===== config.mk =====
export PLATFORM = sky130hd
export DESIGN_NAME = pn3d_fade
export DESIGN_NICKNAME = d
export VERILOG_FILES = /design/src/rtl/pn3d_pkg.sv /design/src/rtl/pn3d_fade.sv
export SDC_FILE = /design/constraint.sdc
export NUM_CORES = 2
export LEC_CHECK = 0
export ABC_AREA = 1
export BUFFER_PORTS_ARGS = -buffer_cell sky130_fd_sc_hd__buf_2
export CORE_AREA = 8 8 281 283
export CTS_CLUSTER_DIAMETER = 30
export DETAILED_ROUTE_END_ITERATION = 8
export DIE_AREA = 0 0 289 291
export GPL_TIMING_DRIVEN = 0
export HOLD_SLACK_MARGIN = 0.05
export PLACE_DENSITY = 0.67
export SYNTH_ARGS = -nofsm -noshare
export SYNTH_HDL_FRONTEND = slang
export SYNTH_SLANG_ARGS = --single-unit

===== constraint.sdc =====
create_clock -name clk -period 8.06 [get_ports clk]
set_clock_uncertainty 0.1 [all_clocks]
set_input_delay 1.612 -clock clk [delete_from_list [all_inputs] [get_ports clk]]
set_output_delay 1.612 -clock clk [all_outputs]
set_load 0.02 [all_outputs]

===== src/rtl/pn3d_pkg.sv =====
// ---------------------------------------------------------------------------
// pn3d_pkg
// Shared types, constants and a helper function for the 3D noise core.
// ---------------------------------------------------------------------------
package pn3d_pkg;

	localparam int TABLE_DEPTH = 512;
	localparam int TABLE_AW    = $clog2(TABLE_DEPTH);
	localparam int FRAC_BITS   = 16;
	localparam int COORD_W     = 32;
	localparam int OUT_W       = 18;
	localparam int OUT_FRAC    = 16;

	// fraction and corner offset widths
	localparam int FR_W  = FRAC_BITS;
	localparam int OFS_W = FRAC_BITS + 2;   // signed, covers [-one, one)
	localparam int GR_W  = FRAC_BITS + 3;   // signed, sum of two offsets
	localparam int FD_W  = FRAC_BITS + 1;   // fade in [0, one]
	localparam int LP_W  = FRAC_BITS + 4;   // lerp results stay within gradient range

	localparam logic MODE_LOAD = 1'b0;
	localparam logic MODE_EVAL = 1'b1;

	localparam int IN_DATA_W  = 1 + TABLE_AW + 8 + 3 * COORD_W;
	localparam int IN_TDATA_W = ((IN_DATA_W + 7) / 8) * 8;
	localparam int OUT_TDATA_W = ((OUT_W + 7) / 8) * 8;

	typedef logic signed [OFS_W-1:0] ofs_t;
	typedef logic signed [GR_W-1:0]  grad_t;
	typedef logic signed [LP_W-1:0]  lval_t;

	// Gradient pick from hash bits h[3:0]; one of the cube-edge directions (x+-y, x+-z, y+-z).
	function automatic grad_t grad_sel(input logic [3:0] h, input ofs_t x, input ofs_t y,
		input ofs_t z);
		grad_t u;
		grad_t v;
		u = (h < 4'd8) ? grad_t'(x) : grad_t'(y);
		if (h < 4'd4)
			v = grad_t'(y);
		else if (h == 4'd12 || h == 4'd14)
			v = grad_t'(x);
		else
			v = grad_t'(z);
		if (h[0]) u = -u;
		if (h[1]) v = -v;
		return u + v;
	endfunction

endpackage


===== src/rtl/pn3d_fade.sv =====
// ---------------------------------------------------------------------------
// pn3d_fade
// Fade curve 6t^5-15t^4+10t^3 in Q0.F, truncating; three register stages.
// ---------------------------------------------------------------------------
module pn3d_fade import pn3d_pkg::*; (
	input  logic             clk,
	input  logic             en,
	input  logic [FR_W-1:0]  t,
	output logic [FD_W-1:0]  fade
);
	localparam int ONE = 1 << FRAC_BITS;

	logic [FR_W-1:0]     t_s1;
	logic [FR_W-1:0]     t2_s1;
	logic [FR_W-1:0]     t3_s2;
	logic [FR_W+4:0]     poly_s2;
	logic [2*FR_W-1:0]   t_sq;
	logic [2*FR_W-1:0]   t_cu;
	logic signed [FR_W+6:0] poly_c;
	logic [2*FR_W+4:0]   prod;

	assign t_sq = t * t;
	assign t_cu = t2_s1 * t_s1;
	// 10*one - 15t + 6t2 is always positive for t < one
	assign poly_c = (FR_W+7)'(10 * ONE) - (FR_W+7)'(15) * $signed({7'd0, t_s1})
		+ (FR_W+7)'(6) * $signed({7'd0, t2_s1});
	assign prod = t3_s2 * poly_s2;

	always_ff @(posedge clk) begin
		if (en) begin
			t_s1    <= t;
			t2_s1   <= t_sq[2*FR_W-1:FR_W];
			t3_s2   <= t_cu[2*FR_W-1:FR_W];
			poly_s2 <= (FR_W+5)'(poly_c);
			fade    <= (prod[2*FR_W+4:FR_W] > (FR_W+5)'(ONE)) ? FD_W'(ONE)
				: prod[FR_W+FD_W-1:FR_W];
		end
	end
endmodule

==> impl_metrics.json <==
{
  "status": "complete, no violations",
  "final-max-slew-violation-count": 0,
  "fmax_mhz": 130.6,
  "worst_pin_slew_ns": 0.8654,
  "synthCells": 4213,
  "pre_cts_ws_ns": -0.2448,
  "dieArea_um2": 84100,
  "initial_core_util_pct": 44.42,
  "critical_path_class": "primary input to register",
  "syn_avg_cell_area_um2": 7.888,
  "clk_pin_slew_ns": 0.07,
  "die_h_um": 291,
  "fp.dieW_um": 289,
  "htreeDepth": 3,
  "tns_ns": 0,
  "cts_made_buffers": 9,
  "grt_pass1_wl_um": 139000,
  "routedWlPerCell_um": 15.96,
  "cts_setup_buffers": 0,
  "io_pins": 35,
  "fin_ws_ns": 0.4050,
  "rsz0062_at_grt": "no",
  "synth_top_area_share_pct": 40.06,
  "rr_worst_depth": 30,
  "nets": 5306,
  "drt_iter0_drc": 1528,
  "area_growth_pct": 5.354,
  "holdPathStages": 0,
  "synth_cell_types": 42,
  "clkSinkCount": 86,
  "syn-cell-area_um2": 33230,
  "worstSetupEndpointType": "register",
  "grt_pass1_vias": 27230,
  "drive_above_1_share_pct": 2.159,
  "setup_viol": 0,
  "hold_path_class": "register to register",
  "cpMaxStageDelayCell": "fa_1",
  "drc_errors": 0,
  "dr.pass1.iters": 8,
  "ys_seq_elements": 86,
  "vias": 25680,
  "critical_path.top_delay_family": "adder cells",
  "port_buffers": 34,
  "finalNonFillerCells": 5240,
  "critPathMaxFanout": 10,
  "n_fill_cell": 7458,
  "arrival_ns": 7.69,
  "ant_nets": 0,
  "yosysTopAreaCell": "fa_1",
  "fin_crit_ns": 7.655,
  "holdWs_ns": 0.5365,
  "cts_tree": "done",
  "track_usage_pct": 20.61,
  "antenna_found_initial": 0,
  "dp_cells": 5226,
  "critPathLaunchType": "primary input",
  "cp.required_ns": 8.09,
  "drt_wl_total_um": 83650,
  "slew_headroom_pct": 42.31,
  "clock_latency_ns": 0.37,
  "gp_congestion": 0.9419,
  "ys_seq_area_share_pct": 7.771,
  "finalHoldViolCount": 0,
  "rows": 101,
  "drt-vias-per-instance": 4.900,
  "insertedDiodeCount": 0,
  "syn-num-nets": 5262,
  "root_buffer": "clkbuf_16",
  "netlist_top_cells_area": "fa_1 (40%), inv_1 (15%), ha_1 (14%), nand2_1 (12%), edfxtp_1 (7.8%)",
  "grt_max_degree": 71,
  "critical_path_buf_inv_count": 9,
  "dp_hpwl_um": 73260,
  "ys_warn_count": 0,
  "clk_path_buf_depth": 2,
  "synth_edf_count": 86,
  "gr-total-overflow": 0,
  "coreArea_um2": 74810,
  "crit_cells": 27,
  "slowest_delay_ns": 0.54,
  "synth_flop_cell": "edfxtp_1",
  "async_reset_ff_share_pct": 0,
  "period_share_pct": 94.98,
  "cap_violations": 0
}
## cell usage after synthesis (5+ instances only)
master	n
o21a_1	9
nor3_1	25
fa_1	665
inv_1	1292
o21ai_0	42
a21o_1	8
inv_2	6
nand2_1	1044
xnor2_1	29
o21bai_1	12
nand3b_1	6
xor2_1	54
a21oi_1	129
a31oi_1	10
o211ai_1	5
nand3_1	71
nor4_1	6
nand2_2	7
ha_1	366
nor2_2	10
nand4_1	12
edfxtp_1	86
nor2_1	129
clkbuf_1	160
## registers in the layout, indices dropped and copies added, names as in the netlist
signal	cells
poly_s2	21
fade	17
t2_s1	16
t3_s2	16
t_s1	16
## layer usage
metal  part of all wire, %  GRT usage [%]  vias up
met5                     0              0        -
met4                   3.2          6.012        0
met3                   5.6          2.238      160
met2                    49          36.36      762
met1                    42          26.46    12570
li1                      -              -    12190
## kinds of logic after synthesis
group           Yosys count  synth area share (%)
compound gates          233                 3.972
buf+inv                1461                 16.53
fa+ha+maj              1031                 53.84
simple gates           1319                 15.70
xor+xnor                 83                 2.188
flops                    86                 7.771
## area by class of cell
| class | instances | area, um2 | share of cell area [%] |
|---|---|---|---|
| clock inverter | 7 | 125.1 | 0.3574 |
| buffer | 160 | 620.6 | 1.773 |
| sequential | 86 | 2582 | 7.376 |
| clock buffer | 9 | 225.2 | 0.6433 |
| timing repair buffer | 35 | 200.2 | 0.5718 |
| tap | 978 | 1224 | 3.495 |
| inverter | 1299 | 4876 | 13.93 |
| multi-input combinational | 2666 | 25160 | 71.86 |
## timing repair
item                                    4_1_cts  5_1_grt
hold endpoints to repair                      0        0
endpoints found under the setup margin        0        4
gates resized for setup                       0       20
hold buffers                                  0        0
## stage by stage
stage,util [%],area (um2)
after floorplan,-,33230
after global placement,46.28,34620
after detailed placement,46.32,34650
after CTS,46.79,35000
after global routing,46.80,35010
final,46.80,35010
## path summary, 6_finish.rpt
check                     startpoint                endpoint  slack [ns]
setup / recovery                t[8]     t2_s1[11]$_DFFE_PP_        0.40
hold / removal     t_s1[0]$_DFFE_PP_    poly_s2[0]$_DFFE_PP_        0.54
setup reg to reg  t3_s2[1]$_DFFE_PP_  fade[15]$_SDFFCE_PN0P_        0.64
hold reg to reg    t_s1[0]$_DFFE_PP_    poly_s2[0]$_DFFE_PP_        0.54
## layout by cell type, fill, tap and decap left out, types with 12 or more instances in the layout
cell type  netlist  final
inv_1         1292   1292
nand2_1       1044   1044
fa_1           665    665
ha_1           366    366
clkbuf_1       160    148
a21oi_1        129    129
nor2_1         129    129
edfxtp_1        86     86
nand3_1         71     71
xor2_1          54     54
o21ai_0         42     42
buf_2            0     33
xnor2_1         29     29
nor3_1          25     25
o21bai_1        12     12
nand4_1         12     12
Power is left out: the tool's default activity adds up to more than one toggle a clock period on the data nets, which glitch-free logic cannot reach.
